[src/rtl/kec_pkg.sv]
`timescale 1ns / 1ps

package kec_pkg;

  localparam int TABLE_ENTRIES = 16;
  localparam int PAYLOAD_BITS  = 64;
  localparam int MAX_RESULTS   = 16;

  localparam int IDX_W   = (TABLE_ENTRIES > 1) ? $clog2(TABLE_ENTRIES) : 1;
  localparam int CNT_W   = $clog2(TABLE_ENTRIES + 1);
  localparam int ECNT_W  = $clog2(MAX_RESULTS + 1);

  localparam logic FUNC_POST = 1'b0;
  localparam logic FUNC_TICK = 1'b1;

  localparam logic [1:0] KIND_PASS  = 2'd0;
  localparam logic [1:0] KIND_LEAD  = 2'd1;
  localparam logic [1:0] KIND_TRAIL = 2'd2;
  localparam logic [1:0] KIND_FULL  = 2'd3;

  typedef struct packed {
    logic        func;
    logic [7:0]  event_type;
    logic [31:0] sub_key;
    logic [63:0] payload;
    logic [15:0] window_ticks;
  } kec_in_t;

  typedef struct packed {
    logic [7:0]  out_type;
    logic [31:0] out_sub_key;
    logic [63:0] out_payload;
    logic [1:0]  emit_kind;
    logic        last_of_run;
    logic [4:0]  open_windows;
  } kec_out_t;

  typedef struct packed {
    logic                    valid;
    logic [7:0]              etype;
    logic [31:0]             sub_key;
    logic [15:0]             rem;
    logic [15:0]             win;
    logic                    pend;
    logic [PAYLOAD_BITS-1:0] pay;
  } kec_entry_t;

  typedef struct packed {
    logic                    set_valid;
    logic                    clr_valid;
    logic                    key_we;
    logic                    rem_we;
    logic                    win_we;
    logic                    pend_we;
    logic                    pay_we;
    logic [7:0]              etype;
    logic [31:0]             sub_key;
    logic [15:0]             rem;
    logic [15:0]             win;
    logic                    pend;
    logic [PAYLOAD_BITS-1:0] pay;
  } kec_wr_t;

endpackage

[src/rtl/keyed_event_coalescer.sv]
`timescale 1ns / 1ps

// Per-key event coalescer with a 16-entry window table walked by one index, one entry per
// cycle while the output is not stalled. A post with a zero window gives its pass-through
// result by way of ST_POST_OUT. Any other post runs a serial key search with one 40-bit
// compare per cycle, then one update step and one result step; a post that only refreshes a
// pending payload gives no result. A tick counts the table down and then walks the entries
// that expired with something pending, giving a trailing result for each while out_stall is
// low. Every result of a tick carries the open-window count after the whole countdown.
// in_stall stays high from acceptance until the item is done and its last result, if any,
// has been loaded into the output register; the next item is taken while that result waits.

module keyed_event_coalescer import kec_pkg::*; (
  input  logic     clk,
  input  logic     rst_n,
  input  logic     in_valid,
  output logic     in_stall,
  input  kec_in_t  in_data,
  output logic     out_valid,
  input  logic     out_stall,
  output kec_out_t out_data
);

  typedef enum logic [5:0] {
    ST_IDLE     = 6'b000001,
    ST_SEARCH   = 6'b000010,
    ST_APPLY    = 6'b000100,
    ST_POST_OUT = 6'b001000,
    ST_TICK     = 6'b010000,
    ST_EMIT     = 6'b100000
  } state_t;

  localparam logic [IDX_W-1:0] LAST_IDX = IDX_W'(TABLE_ENTRIES - 1);

  state_t                   state_r, state_nxt;
  logic [IDX_W-1:0]         idx_r, idx_nxt;
  kec_in_t                  item_r, item_nxt;
  logic                     hit_r, hit_nxt;
  logic [IDX_W-1:0]         hit_idx_r, hit_idx_nxt;
  logic                     free_r, free_nxt;
  logic [IDX_W-1:0]         free_idx_r, free_idx_nxt;
  logic [1:0]               kind_r, kind_nxt;
  logic [CNT_W-1:0]         count_r, count_nxt;
  logic [ECNT_W-1:0]        ecnt_r, ecnt_nxt;
  logic [TABLE_ENTRIES-1:0] mask_r, mask_nxt;
  logic                     out_valid_r, out_valid_nxt;
  kec_out_t                 out_r, out_nxt;

  kec_entry_t entry;
  kec_wr_t    wr;
  logic       key_match;
  logic       is_last;
  logic       out_free;
  logic [PAYLOAD_BITS-1:0] item_pay;

  kec_table u_table (
    .clk   (clk),
    .rst_n (rst_n),
    .idx   (idx_r),
    .wr    (wr),
    .rd    (entry)
  );

  assign key_match = (entry.etype == item_r.event_type) && (entry.sub_key == item_r.sub_key);
  assign is_last   = (idx_r == LAST_IDX);
  assign out_free  = !out_valid_r || !out_stall;
  assign item_pay  = item_r.payload[PAYLOAD_BITS-1:0];

  always_comb begin
    state_nxt     = state_r;
    idx_nxt       = idx_r;
    item_nxt      = item_r;
    hit_nxt       = hit_r;
    hit_idx_nxt   = hit_idx_r;
    free_nxt      = free_r;
    free_idx_nxt  = free_idx_r;
    kind_nxt      = kind_r;
    count_nxt     = count_r;
    ecnt_nxt      = ecnt_r;
    mask_nxt      = mask_r;
    out_valid_nxt = out_valid_r && out_stall;
    out_nxt       = out_r;
    wr            = '0;

    case (state_r)
      ST_IDLE: begin
        if (in_valid) begin
          item_nxt = in_data;
          idx_nxt  = '0;
          if (in_data.func == FUNC_TICK) begin
            ecnt_nxt  = '0;
            mask_nxt  = '0;
            state_nxt = ST_TICK;
          end else if (in_data.window_ticks == 16'd0) begin
            kind_nxt  = KIND_PASS;
            state_nxt = ST_POST_OUT;
          end else begin
            hit_nxt   = 1'b0;
            free_nxt  = 1'b0;
            state_nxt = ST_SEARCH;
          end
        end
      end

      ST_SEARCH: begin
        if (entry.valid) begin
          if (!hit_r && key_match) begin
            hit_nxt     = 1'b1;
            hit_idx_nxt = idx_r;
          end
        end else if (!free_r) begin
          free_nxt     = 1'b1;
          free_idx_nxt = idx_r;
        end
        if (is_last) begin
          idx_nxt   = hit_nxt ? hit_idx_nxt : free_idx_nxt;
          state_nxt = ST_APPLY;
        end else begin
          idx_nxt = idx_r + 1'b1;
        end
      end

      ST_APPLY: begin
        if (hit_r) begin
          wr.pend_we = 1'b1;
          wr.pend    = 1'b1;
          wr.pay_we  = 1'b1;
          wr.pay     = item_pay;
          wr.win_we  = 1'b1;
          wr.win     = item_r.window_ticks;
          state_nxt  = ST_IDLE;
        end else if (free_r) begin
          wr.set_valid = 1'b1;
          wr.key_we    = 1'b1;
          wr.etype     = item_r.event_type;
          wr.sub_key   = item_r.sub_key;
          wr.rem_we    = 1'b1;
          wr.rem       = item_r.window_ticks;
          wr.win_we    = 1'b1;
          wr.win       = item_r.window_ticks;
          wr.pend_we   = 1'b1;
          wr.pend      = 1'b0;
          count_nxt    = count_r + 1'b1;
          kind_nxt     = KIND_LEAD;
          state_nxt    = ST_POST_OUT;
        end else begin
          kind_nxt  = KIND_FULL;
          state_nxt = ST_POST_OUT;
        end
      end

      ST_POST_OUT: begin
        if (out_free) begin
          out_valid_nxt        = 1'b1;
          out_nxt.out_type     = item_r.event_type;
          out_nxt.out_sub_key  = item_r.sub_key;
          out_nxt.out_payload  = 64'(item_pay);
          out_nxt.emit_kind    = kind_r;
          out_nxt.last_of_run  = 1'b1;
          out_nxt.open_windows = 5'(count_r);
          state_nxt            = ST_IDLE;
        end
      end

      ST_TICK: begin
        if (entry.valid) begin
          if (entry.rem > 16'd1) begin
            wr.rem_we = 1'b1;
            wr.rem    = entry.rem - 16'd1;
          end else if (entry.pend) begin
            wr.rem_we = 1'b1;
            if (ecnt_r == ECNT_W'(MAX_RESULTS)) begin
              wr.rem = 16'd1;
            end else begin
              mask_nxt[idx_r] = 1'b1;
              wr.pend_we      = 1'b1;
              wr.pend         = 1'b0;
              wr.rem          = (entry.win != 16'd0) ? entry.win : 16'd1;
              ecnt_nxt        = ecnt_r + 1'b1;
            end
          end else begin
            wr.clr_valid = 1'b1;
            count_nxt    = count_r - 1'b1;
          end
        end
        if (is_last) begin
          idx_nxt   = '0;
          state_nxt = (mask_nxt != '0) ? ST_EMIT : ST_IDLE;
        end else begin
          idx_nxt = idx_r + 1'b1;
        end
      end

      ST_EMIT: begin
        if (mask_r[idx_r]) begin
          if (out_free) begin
            mask_nxt[idx_r]      = 1'b0;
            out_valid_nxt        = 1'b1;
            out_nxt.out_type     = entry.etype;
            out_nxt.out_sub_key  = entry.sub_key;
            out_nxt.out_payload  = 64'(entry.pay);
            out_nxt.emit_kind    = KIND_TRAIL;
            out_nxt.last_of_run  = (mask_nxt == '0);
            out_nxt.open_windows = 5'(count_r);
            if (mask_nxt == '0) begin
              state_nxt = ST_IDLE;
            end else begin
              idx_nxt = idx_r + 1'b1;
            end
          end
        end else begin
          idx_nxt = idx_r + 1'b1;
        end
      end

      default: begin
        state_nxt = ST_IDLE;
      end
    endcase
  end

  always_ff @(posedge clk) begin
    if (!rst_n) begin
      state_r     <= ST_IDLE;
      count_r     <= '0;
      out_valid_r <= 1'b0;
    end else begin
      state_r     <= state_nxt;
      count_r     <= count_nxt;
      out_valid_r <= out_valid_nxt;
    end
  end

  always_ff @(posedge clk) begin
    idx_r      <= idx_nxt;
    item_r     <= item_nxt;
    hit_r      <= hit_nxt;
    hit_idx_r  <= hit_idx_nxt;
    free_r     <= free_nxt;
    free_idx_r <= free_idx_nxt;
    kind_r     <= kind_nxt;
    ecnt_r     <= ecnt_nxt;
    mask_r     <= mask_nxt;
    out_r      <= out_nxt;
  end

  assign in_stall  = !rst_n || (state_r != ST_IDLE);
  assign out_valid = out_valid_r;
  assign out_data  = out_r;

endmodule

[src/rtl/kec_table.sv]
`timescale 1ns / 1ps

module kec_table import kec_pkg::*; (
  input  logic             clk,
  input  logic             rst_n,
  input  logic [IDX_W-1:0] idx,
  input  kec_wr_t          wr,
  output kec_entry_t       rd
);

  logic [TABLE_ENTRIES-1:0] valid_r;
  logic [7:0]               type_r    [TABLE_ENTRIES];
  logic [31:0]              sub_r     [TABLE_ENTRIES];
  logic [15:0]              rem_r     [TABLE_ENTRIES];
  logic [15:0]              win_r     [TABLE_ENTRIES];
  logic                     pend_r    [TABLE_ENTRIES];
  logic [PAYLOAD_BITS-1:0]  pay_r     [TABLE_ENTRIES];

  always_ff @(posedge clk) begin
    if (!rst_n) begin
      valid_r <= '0;
    end else if (wr.set_valid) begin
      valid_r[idx] <= 1'b1;
    end else if (wr.clr_valid) begin
      valid_r[idx] <= 1'b0;
    end
  end

  always_ff @(posedge clk) begin
    if (wr.key_we) begin
      type_r[idx] <= wr.etype;
      sub_r[idx]  <= wr.sub_key;
    end
    if (wr.rem_we) begin
      rem_r[idx] <= wr.rem;
    end
    if (wr.win_we) begin
      win_r[idx] <= wr.win;
    end
    if (wr.pend_we) begin
      pend_r[idx] <= wr.pend;
    end
    if (wr.pay_we) begin
      pay_r[idx] <= wr.pay;
    end
  end

  always_comb begin
    rd.valid   = valid_r[idx];
    rd.etype   = type_r[idx];
    rd.sub_key = sub_r[idx];
    rd.rem     = rem_r[idx];
    rd.win     = win_r[idx];
    rd.pend    = pend_r[idx];
    rd.pay     = pay_r[idx];
  end

endmodule

[config.mk]
export PLATFORM = sky130hd
export DESIGN_NAME = keyed_event_coalescer
export DESIGN_NICKNAME = d
export VERILOG_FILES = /design/src/rtl/kec_pkg.sv /design/src/rtl/keyed_event_coalescer.sv /design/src/rtl/kec_table.sv
export SDC_FILE = /design/constraint.sdc
export NUM_CORES = 2
export LEC_CHECK = 0
export BUFFER_PORTS_ARGS = -buffer_cell sky130_fd_sc_hd__buf_2
export CAP_MARGIN = 30
export CORE_UTILIZATION = 32
export DETAILED_ROUTE_END_ITERATION = 10
export HOLD_SLACK_MARGIN = 0.05
export PLACE_DENSITY = 0.46
export SYNTH_ARGS = -nofsm -noshare
export SYNTH_HDL_FRONTEND = slang
export SYNTH_SLANG_ARGS = --single-unit
[constraint.sdc]
create_clock -name clk -period 8.2 [get_ports clk]
set_input_delay 0 -clock clk [delete_from_list [all_inputs] [get_ports clk]]
set_output_delay 0 -clock clk [all_outputs]
set_load 0.005 [all_outputs]
* After elaboration in Yosys (flattened, before gate mapping)
Memory sizes are Yosys's and may differ from the RTL's. A register that Yosys moved wholly into a read port is not among the register bits. Cells that the tools add are included.
Storage, ports and cells: register bits after elaboration 297, bits in latches 0, RAM bits 2192, memory bits (read-only) 0, output and inout port bits 114, logic and storage cells 234, memories 6
Memory list:
- u_table.pay_r | words 16, width 64, rd ports 1, clocked after Yosys merged registers in 1, write ports 1, line kec_table.sv:17 | logic [PAYLOAD_BITS-1:0] pay_r [TABLE_ENTRIES];
- u_table.sub_r | words 16, width 32, rd ports 1, clocked after Yosys merged registers in 1, write ports 1, line kec_table.sv:13 | logic [31:0] sub_r [TABLE_ENTRIES];
- u_table.rem_r | words 16, width 16, rd ports 1, clocked after Yosys merged registers in 1, write ports 1, line kec_table.sv:14 | logic [15:0] rem_r [TABLE_ENTRIES];
- u_table.win_r | words 16, width 16, rd ports 1, clocked after Yosys merged registers in 1, write ports 1, line kec_table.sv:15 | logic [15:0] win_r [TABLE_ENTRIES];
- u_table.type_r | words 16, width 8, rd ports 1, clocked after Yosys merged registers in 1, write ports 1, line kec_table.sv:12 | logic [7:0] type_r [TABLE_ENTRIES];
- u_table.pend_r | words 16, width 1, rd ports 1, clocked after Yosys merged registers in 1, write ports 1, line kec_table.sv:16 | logic pend_r [TABLE_ENTRIES];
Operators by class: add/subtract/negate cells 5, multipliers 0, divide/modulo/power cells 0, $lt $le $gt $ge 3, equal/unequal tests 32, shifts and indexed selects 0, muxes and demuxes 129, bitwise operators 5, reductions and logical operators 32
Operators with widths (count):
- $mux W112 | 3
- $mux W16 | 17
- $pmux W112 S2 | 1
- $mux W64 | 2
- $mux W4 | 20
- $mux W73 | 1
- $mux W5 | 12
- $mux W56 | 1
- $mux W6 | 8
- $pmux W16 S3 | 1
- $mux W41 | 1
- $mux W1 | 40
- $ne A2 B2 Y1 const B | 19
- $pmux W6 S6 | 1
- $and A16 B16 Y16 | 2
- $eq A32 B32 Y1 | 1
- $logic_not A16 Y1 | 2
- $or A16 B16 Y16 | 2
- $pmux W16 S2 | 1
- $reduce_bool A16 Y1 | 2
- $pmux W5 S2 | 2
- $mux W17 | 1
- $gt A16 B1 Y1 const B | 1
- $not A16 Y16 | 1
- other kinds (34) | 64

* Longest topological paths before layout
depth after elaboration 14, depth in mapped cells 19, depth with buffers taken out 10

* Modules after synthesis
A second synthesis with hierarchy kept.
Unflattened totals: cells, all modules 4738, area total of the unflattened synthesis 96548.8 um2
Modules (own cells, without submodules):
- kec_table | instances 1, cells an instance 3527, area each 83214.8 um2
- keyed_event_coalescer | instances 1, cells an instance 1211, area each 13334.0 um2

* Least setup slack after synthesis
Ideal clock, no wire load.
path kind register to register, start point reg idx_r[0], end point reg out_r (netlist bit out_data[0]), enable pin, data arrival time 7.027 ns, data required time 7.579 ns, path slack 0.552 ns, stages on the path, launching flop included 7, path through edfxtp_1 -> clkbuf_1 -> mux4_2 -> mux4_2 -> nor2b_1 -> nor2_1 -> a21oi_1
On the way: longest elaborated chain between the ends 4
RTL lines:
- start, declared | line keyed_event_coalescer.sv:36 | logic [IDX_W-1:0] idx_r, idx_nxt;
- start signal, assigned | line keyed_event_coalescer.sv:235 | idx_r <= idx_nxt;
- $bmux W1 S4 | line keyed_event_coalescer.sv:195 | if (mask_r[idx_r]) begin
- $mux W1 (implied by the code) | line keyed_event_coalescer.sv:195
- $ne A2 B2 Y1 (no line)
- $reduce_and A4 Y1 (no line)
- end signal, assigned | line keyed_event_coalescer.sv:244 | out_r <= out_nxt;
- end, declared | line keyed_event_coalescer.sv:47 | kec_out_t out_r, out_nxt;
Every way passes these cells. The select of a mux whose other input is x is not followed. A chain may end at the register's enable or synchronous reset.

* Worst setup path after layout
start point reg idx_r[1], end point reg state_r[4]
On the way: longest elaborated chain between the ends 9, elaborated cells on any way between the ends 16, those cells by class order compare (2); eq/ne (5); mux (4); bitwise (2); reduce/logical (3)
RTL lines:
- $lt A4 B5 Y1 (implied by the code) / $ge A4 B1 Y1 (equally long branches) | line keyed_event_coalescer.sv:197 | mask_nxt[idx_r] = 1'b0;
- $logic_and A1 B1 Y1 (implied by the code) | line keyed_event_coalescer.sv:197
- $mux W1 (implied by the code) | line keyed_event_coalescer.sv:197
- $demux W1 S4
- $not A16 Y16 (no line)
- $and A16 B16 Y16 (no line)
- $logic_not A16 Y1 | line keyed_event_coalescer.sv:205 | if (mask_nxt == '0) begin
- $ne A2 B2 Y1 (no line)
- $reduce_and A7 Y1 (no line) (*)
- end signal, assigned | line keyed_event_coalescer.sv:228 | state_r <= state_nxt;
- end, declared | line keyed_event_coalescer.sv:35 | state_t state_r, state_nxt;
Mark *: on every way between the ends. The rest lies on a longest branch, timed or not. The select of a mux whose other input is x is not followed.

==> results.sh <==
export IMPL_worstPathCellList="ha_1 -> nand3_1 -> buf_4 -> a22oi_1 -> nand4_1 -> o21bai_1 -> o211ai_1 -> nor3_1 -> a32oi_1 -> dlygate4sd3_1 -> nor2b_1 -> dlygate4sd3_1"
export IMPL_coreArea_sq_um=304000
export IMPL_p_per_area_nw_per_um2=264
export IMPL_fmax_mhz=181
export IMPL_setup_viol=0
export IMPL_status="complete, no violations"
export IMPL_crit_top_cell="dlygate4sd3_1"
export IMPL_cts_hold_buf=247
export IMPL_synth_top_area_share_pct=75.5
export IMPL_maxCapViolations=0
export IMPL_synth_main_ff_cell="edfxtp_1"
export IMPL_min_delay_start="out_stall"
export IMPL_rows=202
export IMPL_period_needed_ns=5.51
export IMPL_r2r_slack_ns=2.69
export IMPL_worst_setup_path_start_kind="flip-flop"
export IMPL_vias_per_cell=5.11
export IMPL_cp_data_required_time_ns=9.00
export IMPL_worstMarginPinSlew_ns=1.04
export IMPL_ant_nets=0
export IMPL_clk_pin_slew_ns=0.05
export IMPL_crit_arrival_ns=6.31
export IMPL_setup_tns_final_ns=0
export IMPL_h_tree_depth=5
export IMPL_hold_path_class="primary input to flip-flop"
export IMPL_drt_wl_total_um=277000
export IMPL_critical_path_slowest_cell="edfxtp_1"
export IMPL_synth_simple_gate_area_share_pct=3.14
export IMPL_synth_commonest_cells="edfxtp_1 (2461), mux4_2 (598), nor2_1 (159), nand2_1 (137), mux2i_1 (135)"
export IMPL_use_met2_pct=29.3
export IMPL_wl_per_cell_um=28.8
export IMPL_ios=239
export IMPL_ys_types=82
export IMPL_grt_max_degree=102
export IMPL_seq_area_frac_synth_pct=76.2
export IMPL_synth_xor_area_share_pct=0.510
export IMPL_post_synth_top_count_cell="edfxtp_1"
export IMPL_synth_area_leaders="edfxtp_1 (76%), mux4_2 (14%), mux2i_1 (1.4%)"
export IMPL_avgSynthCellArea_sq_um=21.2
export IMPL_initial_core_util_pct=32.2
export IMPL_synth_top_family_by_area="multiplexers"
export IMPL_synth_adder_area_share_pct=0.161
export IMPL_synthArstFlopShare_pct=0
export IMPL_synth_warnings=0
export IMPL_syn_nets=4754
export IMPL_portBuffers=238
export IMPL_root_buffer="clkbuf_16"
export IMPL_dpl_cell_count=8846
export IMPL_cts_setup_buffers=0
export IMPL_synth_edff_count=2461
export IMPL_rr_startpoint="idx_r[1]"
export IMPL_drt_pass1_iterations=6
export IMPL_die_w_um=555
export IMPL_grt_pass1_wl_um=391000
export IMPL_area_growth_pct=19.0
export IMPL_critical_path_class="flip-flop to flip-flop"
export IMPL_dp_hpwl_um=153000
export IMPL_slew_headroom_pct=30.3
export IMPL_cts_sinks=2493
export IMPL_antenna_found_initial=24
export IMPL_busiest_layer="met2"
export IMPL_gr_usage_met3_pct=3.04
export IMPL_nNetsFinal=5439
export IMPL_total_power_uw=30700
export IMPL_die_area_sq_um=308000
export IMPL_tritoncts="yes"
export IMPL_syn_area_sq_um=97900
export IMPL_clockBufferDepth=4
export IMPL_vias=49100
export IMPL_first_iter_violations=4834
export IMPL_gp_congestion=0.784
export IMPL_critPathMaxStageDelay_ns=0.86
export IMPL_grt_overflow_total=0
export IMPL_rsz0062_at_grt="false"
export IMPL_clk_latency_ns=0.89
export IMPL_synth_seq_cells=2493
export IMPL_numCtsBuffers=284
export IMPL_fillers=27400
export IMPL_finalNonFillerCells=9609
export IMPL_grt_usage_pct=17.8
export IMPL_p_leak_uw=0.0368
export IMPL_hold_viol_final=0
export IMPL_synth_cells=4617
export IMPL_synth_mux_area_share_pct=16.5
export IMPL_die_y_um=555
export IMPL_skew_ns=0.0511
export IMPL_fin_crit_sh_pct=67.3
export IMPL_synth_compound_area_share_pct=2.23
export IMPL_irDropWorstVdd_mv=0.163
export IMPL_synth_top_area_cell="edfxtp_1"
export IMPL_maxSlewViolCount=0
export IMPL_critPathCaptureType="flip-flop"
export IMPL_cts_resized=0
export IMPL_fin_hold_ws_ns=0.201
export IMPL_setup_worst_path_start="idx_r[1]"
export IMPL_grt_pass1_vias=51100
export IMPL_critPathMaxFanout=15
export IMPL_drc_errors=0
export IMPL_post_route_cells_drive_above_1_share_pct=28.9
export IMPL_grt_use_met1_pct=24.5
worst paths after layout:
kind | cells after the start | end
worst max-delay path | 12 | state_r[4]
worst min-delay path | 4 | out_valid
worst max register to register | 12 | state_r[4]
worst min register to register | 0 | out_data[4]
cell families (layout without fill, tap and decap cells):
kind of cell,after synthesis,after routing
AO/OA/AOI/OAI,327,327
XOR/XNOR,57,57
adder cells (fa/ha/maj),12,12
buffers and inverters,277,1184
flip-flops,2493,2493
multiplexers,848,848
other,0,5
AND/OR/NAND/NOR,603,603
critical path: cells and delay by family, from the launching register on:
family / cells / cell delay, ns
buffers and inverters: 3 / 1.56
AND/OR/NAND/NOR: 4 / 1.36
AO/OA/AOI/OAI: 4 / 1.10
flip-flops: 1 / 0.86
adder cells (fa/ha/maj): 1 / 0.55
power by group:
group	leakage (uW)	total (uW)	switching (uW)	internal [uW]
clock	0.00435	12300	5190	7100
combinational	0.00936	4140	2550	1590
sequential	0.0231	14300	305	14000
stage by stage:
step / area (sq um) / setup WS (ns) / utilization, %
2_1_floorplan: 97900 / 0.552 / -
3_3_place_gp: 105000 / 2.68 / 34.4
3_5_place_dp: 105000 / 2.64 / 34.6
4_1_cts: 116000 / 2.63 / 38.3
5_1_grt: 116000 / 2.35 / 38.4
6_report: 116000 / 2.69 / 38.4
registers in the layout, summed over array words and instances (netlist names), 6 cells and up, named ones only:
signal / cells
item_pay: 64
item_r: 56
mask_r: 16
out_data: 112
state_r: 6
u_table.pay_r: 1024
u_table.pend_r: 16
u_table.rem_r: 256
u_table.sub_r: 512
u_table.type_r: 128
u_table.win_r: 256
layer usage:
metal	share of wire [%]	up-vias
met4	2.1	4
met1	44	26600
met5	0.0094	-
li1	-	20700
met3	5.8	352
met2	48	1508
cell type report:
| type | instances | area, sq um | share of cell area (%) |
|---|---|---|---|
| sequential | 2493 | 74600 | 64.0 |
| clock buffer | 357 | 7530 | 6.47 |
| multi-input combinational | 1847 | 22400 | 19.2 |
| clock inverter | 151 | 1360 | 1.17 |
| tap | 4080 | 5100 | 4.38 |
| inverter | 28 | 125 | 0.107 |
| antenna | 5 | 12.5 | 0.0107 |
| timing repair buffer | 648 | 5350 | 4.59 |
cells in the final DEF, fill, tap and decap left out, types with 28 or more instances in the layout:
cell type and n:
nor2_4 33, clkbuf_16 291, nor2_2 33, edfxtp_1 2461, mux2_2 115, nor2_1 93
clkinv_1 53, dfxtp_1 28, mux2i_1 135, o21ai_0 83, a21oi_1 47, dlygate4sd3_1 247
xnor2_1 34, clkbuf_1 66, clkinv_2 53, and3_1 119, nand2_1 136, mux4_2 598
buf_2 240, o21a_1 32, buf_4 124
(Power assumes the default switching activity.)
